==> config.mk <==
export PLATFORM = sky130hd
export DESIGN_NAME = graph_traversal_engine
export DESIGN_NICKNAME = d
export VERILOG_FILES = /design/src/design/gte_pkg.sv /design/src/design/gte_ram.sv /design/src/design/graph_traversal_engine.sv
export SDC_FILE = /design/constraint.sdc
export NUM_CORES = 2
export LEC_CHECK = 0
export ABC_CLOCK_PERIOD_IN_PS = 10100
export BUFFER_PORTS_ARGS = -buffer_cell sky130_fd_sc_hd__buf_2
export CELL_PAD_IN_SITES_DETAIL_PLACEMENT = 1
export CELL_PAD_IN_SITES_GLOBAL_PLACEMENT = 1
export CORE_MARGIN = 3
export CORE_UTILIZATION = 50
export CTS_BUF_LIST = sky130_fd_sc_hd__clkbuf_16
export CTS_CLUSTER_DIAMETER = 60
export DETAILED_ROUTE_END_ITERATION = 12
export GPL_TIMING_DRIVEN = 0
export PLACE_DENSITY = 0.69
export SETUP_SLACK_MARGIN = 0.15
export SYNTH_ARGS = -nofsm -noshare
export SYNTH_HDL_FRONTEND = slang
export SYNTH_SLANG_ARGS = --single-unit
==> constraint.sdc <==
create_clock -name clk -period 10.1 [get_ports clk]
set_clock_uncertainty 0.1 [all_clocks]
set_input_delay 0.505 -clock clk [delete_from_list [all_inputs] [get_ports clk]]
set_output_delay 0.505 -clock clk [all_outputs]
set_load 0.01 [all_outputs]
==> src/design/gte_pkg.sv <==
// Shared constants and types for the graph traversal engine.
package gte_pkg;
  localparam int VERTICES_DEF = 16;
  localparam int VERTEX_SPAN = 16;
  localparam int CFG_W = 5;
  localparam logic [CFG_W-1:0] VCOUNT_RST = 5'd16;
  localparam logic [0:0] REG_VERTEX_COUNT = 1'b0;
  localparam logic [0:0] REG_TRAVERSAL_MODE = 1'b1;
  localparam logic ACT_ADD = 1'b0;
  localparam logic ACT_TRAVERSE = 1'b1;
endpackage

==> src/design/gte_ram.sv <==
// Generic single-port-write, single-read RAM with registered read.
module gte_ram #(
  parameter int WIDTH = 4,
  parameter int DEPTH = 256
) (
  input  logic                     clk,
  input  logic                     we,
  input  logic [$clog2(DEPTH)-1:0] waddr,
  input  logic [WIDTH-1:0]         wdata,
  input  logic [$clog2(DEPTH)-1:0] raddr,
  output logic [WIDTH-1:0]         rdata
);
  logic [WIDTH-1:0] mem [DEPTH];
  always_ff @(posedge clk) begin
    if (we) mem[waddr] <= wdata;
    rdata <= mem[raddr];
  end
endmodule

==> src/design/graph_traversal_engine.sv <==
// Graph traversal engine: neighbor lists and work list in RAM, BFS or DFS walker.
// Add edge: scans the source's list for the target in each direction, appending it if absent.
// Traverse: reads the neighbor list of each visited vertex and emits vertices in visit order.
// One item at a time; in_stall stays high until the item is done. A result waits in the
// output register and the walk holds on its next result while out_stall is high.
// rst_n (synchronous) clears degrees, visited marks and control; the RAMs are not cleared.
module graph_traversal_engine #(
  parameter int VERTICES = gte_pkg::VERTICES_DEF
) (
  input  logic clk,
  input  logic rst_n,
  input  logic in_valid,
  output logic in_stall,
  input  logic in_action,
  input  logic [3:0] in_from_vertex,
  input  logic [3:0] in_to_vertex,
  input  logic in_undirected,
  output logic out_valid,
  input  logic out_stall,
  output logic [3:0] out_vertex,
  output logic out_last,
  input  logic cfg_we,
  input  logic [0:0] cfg_index,
  input  logic [gte_pkg::CFG_W-1:0] cfg_data
);
  // vertex numbers are 4 bits wide, so no more than 16 vertices are ever in use
  localparam int NV = (VERTICES < gte_pkg::VERTEX_SPAN) ? VERTICES : gte_pkg::VERTEX_SPAN;
  localparam int VW = $clog2(NV);
  localparam int DW = $clog2(NV + 1);
  localparam int AW = 2 * VW;
  localparam int CW = gte_pkg::CFG_W;
  localparam int WLW = VW + DW;
  localparam logic [NV-1:0] VIS_FIRST = {{(NV-1){1'b0}}, 1'b1};

  typedef enum logic [3:0] {
    S_IDLE, S_SCAN, S_SCAN_CHK, S_EMIT, S_NBR, S_NBR_CHK, S_NEXT, S_POP, S_DONE
  } state_t;

  state_t state_r;
  logic [CW-1:0] vcount_r;
  logic mode_r;
  logic [DW-1:0] degree_r [NV];
  logic [NV-1:0] visited_r;
  logic [VW-1:0] src_r, dst_r;
  logic second_r, und_r;
  logic [DW-1:0] idx_r;
  logic [DW-1:0] head_r, tail_r;  // BFS queue pointers; tail_r is the DFS stack depth
  logic [VW-1:0] cur_r;
  logic [VW-1:0] pend_v_r;
  logic pend_r;
  logic ov_r, ol_r;
  logic [3:0] ovx_r;

  // effective count saturated to the vertices in use
  logic [CW-1:0] n_use;
  assign n_use = (vcount_r > CW'(NV)) ? CW'(NV) : vcount_r;

  logic from_ok, to_ok;
  assign from_ok = CW'(in_from_vertex) < n_use;
  assign to_ok = CW'(in_to_vertex) < n_use;

  // list RAM
  logic l_we;
  logic [AW-1:0] l_wa, l_ra;
  logic [VW-1:0] l_wd, l_rd;
  gte_ram #(.WIDTH(VW), .DEPTH(1 << AW)) u_lists (
    .clk(clk), .we(l_we), .waddr(l_wa), .wdata(l_wd), .raddr(l_ra), .rdata(l_rd)
  );

  // work list RAM: vertex plus next index
  logic w_we;
  logic [VW-1:0] w_wa, w_ra;
  logic [WLW-1:0] w_wd, w_rd;
  gte_ram #(.WIDTH(WLW), .DEPTH(1 << VW)) u_work (
    .clk(clk), .we(w_we), .waddr(w_wa), .wdata(w_wd), .raddr(w_ra), .rdata(w_rd)
  );

  logic [DW-1:0] src_deg, cur_deg;
  assign src_deg = degree_r[src_r];
  assign cur_deg = degree_r[cur_r];

  logic [VW-1:0] w_vtx;
  logic [DW-1:0] w_idx;
  assign w_vtx = w_rd[VW-1:0];
  assign w_idx = w_rd[WLW-1:VW];

  logic nb_new, scan_end, walk_end, dir_done;
  assign nb_new = (CW'(l_rd) < n_use) && !visited_r[l_rd];
  assign scan_end = idx_r >= src_deg;
  assign walk_end = idx_r >= cur_deg;
  assign dir_done = (state_r == S_SCAN && scan_end) || (state_r == S_SCAN_CHK && l_rd == dst_r);

  logic out_free, load_out;
  assign out_free = !ov_r || !out_stall;
  // the held result goes out once the next one is found, or as the last at the end
  assign load_out = out_free && ((state_r == S_EMIT && pend_r) || state_r == S_DONE);

  assign in_stall = (state_r != S_IDLE);
  assign out_valid = ov_r;
  assign out_vertex = ovx_r;
  assign out_last = ol_r;

  always_comb begin
    l_we = 1'b0;
    l_wa = {src_r, src_deg[VW-1:0]};
    l_wd = dst_r;
    l_ra = {src_r, idx_r[VW-1:0]};
    w_we = 1'b0;
    w_wa = tail_r[VW-1:0];
    w_wd = {{DW{1'b0}}, l_rd};
    w_ra = mode_r ? VW'(tail_r - DW'(1)) : head_r[VW-1:0];
    unique case (state_r)
      S_SCAN: l_we = scan_end && (src_deg < DW'(NV));
      S_NBR: l_ra = {cur_r, idx_r[VW-1:0]};
      S_NBR_CHK: begin
        w_we = nb_new;
        // DFS saves the parent with its next index below the new top
        if (mode_r) w_wd = {DW'(idx_r + DW'(1)), cur_r};
      end
      default: ;
    endcase
  end

  always_ff @(posedge clk) begin
    if (!rst_n) begin
      state_r <= S_IDLE;
      vcount_r <= gte_pkg::VCOUNT_RST;
      mode_r <= 1'b0;
      for (int i = 0; i < NV; i++) degree_r[i] <= '0;
      visited_r <= '0;
      ov_r <= 1'b0;
      ol_r <= 1'b0;
      ovx_r <= '0;
      pend_r <= 1'b0;
    end else begin
      if (cfg_we) begin
        unique case (cfg_index)
          gte_pkg::REG_VERTEX_COUNT: vcount_r <= cfg_data;
          gte_pkg::REG_TRAVERSAL_MODE: mode_r <= cfg_data[0];
          default: ;
        endcase
      end
      if (load_out) begin
        ov_r <= 1'b1;
        ovx_r <= 4'(pend_v_r);
        ol_r <= (state_r == S_DONE);
      end else if (!out_stall) begin
        ov_r <= 1'b0;
      end
      unique case (state_r)
        S_IDLE: begin
          if (in_valid && !in_stall) begin
            src_r <= in_from_vertex[VW-1:0];
            dst_r <= in_to_vertex[VW-1:0];
            und_r <= in_undirected;
            second_r <= 1'b0;
            idx_r <= '0;
            cur_r <= in_from_vertex[VW-1:0];
            head_r <= '0;
            tail_r <= '0;
            if (in_action == gte_pkg::ACT_ADD) begin
              if (from_ok && to_ok) state_r <= S_SCAN;
            end else if (from_ok) begin
              visited_r <= VIS_FIRST << in_from_vertex[VW-1:0];
              state_r <= S_EMIT;
            end
          end
        end
        S_SCAN, S_SCAN_CHK: begin
          if (dir_done) begin
            if (und_r && !second_r) begin
              second_r <= 1'b1; src_r <= dst_r; dst_r <= src_r; idx_r <= '0;
              state_r <= S_SCAN;
            end else state_r <= S_IDLE;
          end else if (state_r == S_SCAN) begin
            state_r <= S_SCAN_CHK;
          end else begin
            idx_r <= idx_r + DW'(1);
            state_r <= S_SCAN;
          end
          if (l_we) degree_r[src_r] <= src_deg + DW'(1);
        end
        S_EMIT: begin
          // hold the new vertex until the previous result has left
          if (!pend_r || out_free) begin
            pend_r <= 1'b1;
            pend_v_r <= cur_r;
            idx_r <= '0;
            state_r <= S_NBR;
          end
        end
        S_NBR: begin
          if (!walk_end) state_r <= S_NBR_CHK;
          else if (!mode_r) state_r <= S_NEXT;
          else if (tail_r == '0) state_r <= S_DONE;
          else state_r <= S_POP;
        end
        S_NBR_CHK: begin
          idx_r <= idx_r + DW'(1);
          if (nb_new) begin
            visited_r[l_rd] <= 1'b1;
            tail_r <= tail_r + DW'(1);
            if (mode_r) begin
              cur_r <= l_rd;
              state_r <= S_EMIT;
            end else state_r <= S_NBR;
          end else state_r <= S_NBR;
        end
        S_NEXT: state_r <= (head_r == tail_r) ? S_DONE : S_POP;
        S_POP: begin
          // w_rd holds the queue head or the entry below the stack top
          cur_r <= w_vtx;
          if (mode_r) begin
            idx_r <= w_idx;
            tail_r <= tail_r - DW'(1);
            state_r <= S_NBR;
          end else begin
            head_r <= head_r + DW'(1);
            state_r <= S_EMIT;
          end
        end
        S_DONE: begin
          if (out_free) begin
            pend_r <= 1'b0;
            state_r <= S_IDLE;
          end
        end
        default: state_r <= S_IDLE;
      endcase
    end
  end
endmodule
After elaboration in Yosys (flattened, before gate mapping). Memory sizes are Yosys's and may differ from the RTL's. A register that Yosys moved wholly into a read port is not among the register bits. Cells that the tools add are included.

Muxes and demuxes: 78. Reductions and logical operators: 43. Shift-type cells: 1. Add/subtract/negate cells: 5. Bitwise operators: 2. Magnitude comparators: 9. Equal/unequal tests: 26.

Operators with widths (count): $mux 4 (24); $mux 16 (4); $mux 5 (11); $pmux 16 s2 (1); $pmux 4 s8 (1); $pmux 5 s5 (1); $reduce_and 5->1 (5); $mux 1 (21); $add 5x1->5 const B (4); $ne 2x2->1 const B (10); $mux 9 (2); $eq 4x3->1 const B (4); $or 16x16->16 (1); $pmux 4 s2 (2); $shl 1x4->16 const A (1); $lt 4x5->1 (3); $pmux 5 s3 (1); $ne 3x3->1 const B (4); $pmux 4 s3 (1); $ge 5x5->1 (2); $logic_and 1x1->1 (10); $pmux 5 s2 (1); $reduce_and 3->1 (3); $eq 4x2->1 const B (2); other kinds (30) (45).

Bits in writable memories: 1248. Input bits: 21. Register bits after elaboration: 66. Memories: 3. Output and inout bits: 7. Logic and storage cells: 184.

Memories: u_lists.mem (depth 256, width 4, rd ports 1, clocked after memory_dff 1, wr ports 1, line gte_ram.sv:13) `logic [WIDTH-1:0] mem [DEPTH];`; u_work.mem (depth 16, width 9, rd ports 1, clocked after memory_dff 1, wr ports 1, line gte_ram.sv:13); degree_r (depth 16, width 5, rd ports 2, clocked after memory_dff 2, wr ports 16, line graph_traversal_engine.sv:42) `logic [DW-1:0] degree_r [NV];`.

Longest topological paths before layout.
Word-level depth: 9. Mapped depth: 13. Mapped depth without buffers: 11.

By module. Synthesis repeated with hierarchy kept, for this count alone.

Cell total of the unflattened synthesis: 3117. Area total of the unflattened synthesis: 55463.2 um^2.

Modules (own cells, without submodules): gte_ram at u_lists (sequential area each 30829.6 um^2, area each 40675.3 um^2, cells each 2051, times used 1); graph_traversal_engine (sequential area each 4214.0 um^2, area each 9007.4 um^2, cells each 812, times used 1); gte_ram at u_work (sequential area each 4504.3 um^2, area each 5780.5 um^2, cells each 254, times used 1).

Worst setup path after synthesis. No wires, ideal clock.

Path kind: flip-flop to flip-flop. Start: reg dst_r[2]. End: reg (tool-made name). Clock period less this slack: 5.418 ns. Cell stages (with the launch flop): 6. Path buffers: 0. Path slack: 4.682 ns. Setup time: 0.121 ns. Required time: 9.879 ns. Arrival time: 5.197 ns. Cell sequence: edfxtp_1 > xnor2_1 > nand4_1 > o32a_1 > a21oi_1 > mux2_2.

RTL lines: from (decl) (line graph_traversal_engine.sv:44) `logic [VW-1:0] src_r, dst_r;`; from (signal assigned) (line graph_traversal_engine.sv:154) `dst_r <= in_to_vertex[VW-1:0];`.

Final worst setup path.
Start: reg idx_r[0]. End: reg idx_r[3], enable pin.

Word-level cells in the longest chain between the ends: 5. Elaborated cells on any way between the ends: 6. Classes of those cells: order compare (1); eq/ne (2); reduce/logical (3).

RTL lines: from (decl) (line graph_traversal_engine.sv:46) `logic [DW-1:0] idx_r;`; from (signal assigned) (line graph_traversal_engine.sv:178) `idx_r <= idx_r + DW'(1);`; from (signal assigned) (line graph_traversal_engine.sv:199) `idx_r <= idx_r + DW'(1);`; from (signal assigned) (line graph_traversal_engine.sv:214) `idx_r <= w_idx;`; $ge 5x5->1 * (line graph_traversal_engine.sv:89) `assign scan_end = idx_r >= src_deg;`; $logic_and 1x1->1 * (line graph_traversal_engine.sv:91) `assign dir_done = (state_r == S_SCAN && scan_end) || (state_r == S_SCAN_CHK && l_rd == dst_r);`; $logic_or 1x1->1 * (line graph_traversal_engine.sv:91); $ne 3x3->1 (no line); $reduce_and 7->1 (no line) *.

Every way passes the cells marked *; elsewhere a longest branch is shown, timed or not. A chain may end at the register's enable or synchronous reset.

==> qor.csv <==
stage;metric;value;unit
drt;vias_per_cell;6.60;
die;die_area;115000;um^2
layout;area_growth;14.1;%
yosys;syn_nets;3341;
layout;fin_area;63400;um^2
job;max_cap_violations;7;
hold_path;hp-start;in_to_vertex[1];
yosys;seq_area_frac_synth;0.711;
worst_setup_path;slowest_stage;nor4_1;
status;violations;max-capacitance violations, max-slew violations;
die;rows;121;
yosys;ys_ff_latch;1335;
clocking;cts.sinks;1335;
grt;overflow;0;
worst_setup_path;crit_family;buffers and inverters;
clocking;cts_made_buffers;144;
yosys;synth-async-reset-ratio;0;
grt;antenna_found_initial;5;
timing;setup-tns-final;0;ns
timing;finalHoldViolations;0;
yosys;yosysWarnings;0;
timing;tightest_slew;1.62;ns
drt;drt-initial-drc-count;4691;
hold_path;hold_path_class;in2reg;
yosys;avgSynthCellArea;16.9;um^2
worst_setup_path;r2r_cells;12;
die;coreArea;110000;um^2
drt;vias;33700;
drt;routed_wl;187;mm
timing;period_needed;5.61;ns
yosys;synthTopCellsByArea;edfxtp_1 (69%), mux4_2 (9.8%), mux2i_1 (4.1%);
worst_setup_path;r2r-start;idx_r[0]$_DFFE_PP_;
timing;relSlewSlack;-0.0779;
hold_path;whs_path_depth;3;
layout;num-fill-cells;9879;
timing;setup_viol;0;
placed_design;portBuffers;27;
grt;grt_usage;0.326;
yosys;synth-main-ff-cell;edfxtp_1;
worst_setup_path;crit_fanout;10;
placed_design;gp_congestion;0.985;
timing;rsz0062_at_grt;no;
layout;drive_gt1_frac;0.185;
yosys;synth_top_cell_by_area;edfxtp_1;
drt;dr.pass1.iters;5;
yosys;synth_edf_count;1281;
grt;grt_pass1_wl;264;mm
grt;grt_pass1_vias;34700;
drt;drc;0;
yosys;synth_top_area_share;0.692;
power;power_density;271;nW/um^2
worst_setup_path;worstSetupPathType;reg2reg;
timing;finalCritPeriodShare;0.555;
die;die_h;340;um
clocking;clk_pin_slew;0.05;ns
layout;layout_common_cells;edfxtp_1 (1281), nor2_1 (402), mux4_2 (242), mux2i_1 (225), nand2_1 (161);
worst_setup_path;crit_path_frequent_cell;buf_4;
placed_design;placed_area;58800;um^2
worst_setup_path;critPathArrivalTime;5.87;ns
worst_setup_path;required;10.36;ns
yosys;syn_area;55600;um^2
clocking;clockRootBuffer;clkbuf_16;
clocking;clockBufferDepth;3;
placed_design;dp_hpwl;131;mm
worst_setup_path;slowest_delay;1.06;ns
yosys;synthDistinctLibCells;66;
worst_setup_path;critPathBufInv;5;
die;die_x;340;um
clocking;cts_tree;built;
layout;final_common_cell;edfxtp_1;
drt;ant_nets;0;
timing;fmax;0.178;GHz
worst_setup_path;crit_chain;buf_4 > buf_4 > buf_2 > buf_4 > inv_1 > ha_1 > nand2b_1 > a21oi_1 > o21a_1 > o32a_1 > mux2i_1 > nor4_1;
grt;grt_max_degree;34;
clocking;htree_levels;4;
worst_setup_path;cp-end-kind;register;
power;peakVddDrop;0.000194;V
worst_setup_path;critical_path.startpoint;idx_r[0]$_DFFE_PP_;
timing;report.final.slew_viol_count;45;
yosys;synthCells;3290;
die;start_util;0.507;
worst_setup_path;path_depth;12;
die;io_pins;28;
status;status;finished with violations;
power;p_leak;20.7;nW
worst_setup_path;critPathLaunchType;register;
clocking;clk_latency;0.77;ns
drt;routedWlPerCell;36.6;um
layout;fin_nets;3568;
[synth_stat cells (all sizes together) (40+ instances only)]
library cell / count
nand3: 40
a21oi: 79
mux2i: 228
nor2: 407
nand2: 166
buf: 109
o221ai: 92
mux4: 257
o22ai: 43
clkbuf: 115
dfxtp: 54
nor3: 59
edfxtp: 1281
o21ai: 52
[where the power goes]
part / switching [mW] / internal (mW)
Sequential: 0.120 / 6.51
Clock: 2.19 / 2.89
Combinational: 3.83 / 1.67
[state kept, by name (all words and copies together), names as in the netlist, 4 cells and up, named ones only]
register	count
tail_r	5
head_r	5
u_lists.mem	1024
vcount_r	5
dst_r	4
cur_r	4
pend_v_r	4
degree_r	80
visited_r	16
src_r	4
u_work.rdata	9
u_work.mem	144
state_r	4
idx_r	5
u_lists.rdata	4
out_vertex	4
[metal layers]
layer / GRT usage / up-vias / wire (um)
li1: - / 13600 / -
met2: 0.507 / 2097 / 86800
met1: 0.437 / 17600 / 70700
met4: 0.164 / 2 / 10800
met3: 0.0698 / 455 / 18900
met5: 0 / - / 11
[through the flow]
step	hold WS, ns	instances	utilization	setup WS [ns]	power [mW]
global placement	0.374	4793	0.525	1.13	11.8
CTS	0.00959	5108	0.578	4.47	17.1
floorplan	0.349	3290	-	4.68	9.53
detailed placement	0.376	4836	0.536	4.54	12.1
global route	0.0483	5108	0.579	4.23	17.6
finish	0.0438	5113	0.579	4.49	17.2
[cells by family after synthesis]
group	Yosys count	synth area share
flops	1335	0.711
simple gates	808	0.0659
mux	511	0.151
compound gates	335	0.0408
buf+inv	246	0.0200
fa+ha+maj	30	0.00675
xor+xnor	25	0.00394
[path summary, 6_finish.rpt]
path | endpoint | slack (ns)
hold / removal | dst_r[1]$_DFFE_PP_ | 0.04
hold reg to reg | pend_v_r[3]$_DFFE_PP_ | 0.40
setup / recovery | idx_r[3]$_DFFE_PP_ | 4.49
setup reg to reg | idx_r[3]$_DFFE_PP_ | 4.49
[worst min-delay path: stages]
cell	delay, ns
buf_2	0.13
nand2_1	0.07
nand2_1	0.09
[area by class of cell]
class	count	area [um^2]	area share
Inverter	22	82.6	0.00130
Buffer	224	1050	0.0166
Sequential cell	1335	39500	0.623
Timing Repair Buffer	81	1380	0.0217
Clock buffer	148	3700	0.0584
Multi-Input combinational cell	1709	15000	0.236
Clock inverter	113	812	0.0128
Antenna cell	5	12.5	0.000197
Tap cell	1476	1850	0.0291
[what timing repair did]
action	CTS	global route
setup buffers	0	0
gates resized for setup	0	0
hold buffers	11	0
endpoints found under the setup margin	0	0
hold endpoints to repair	10	0
(Power assumes the default switching activity.)
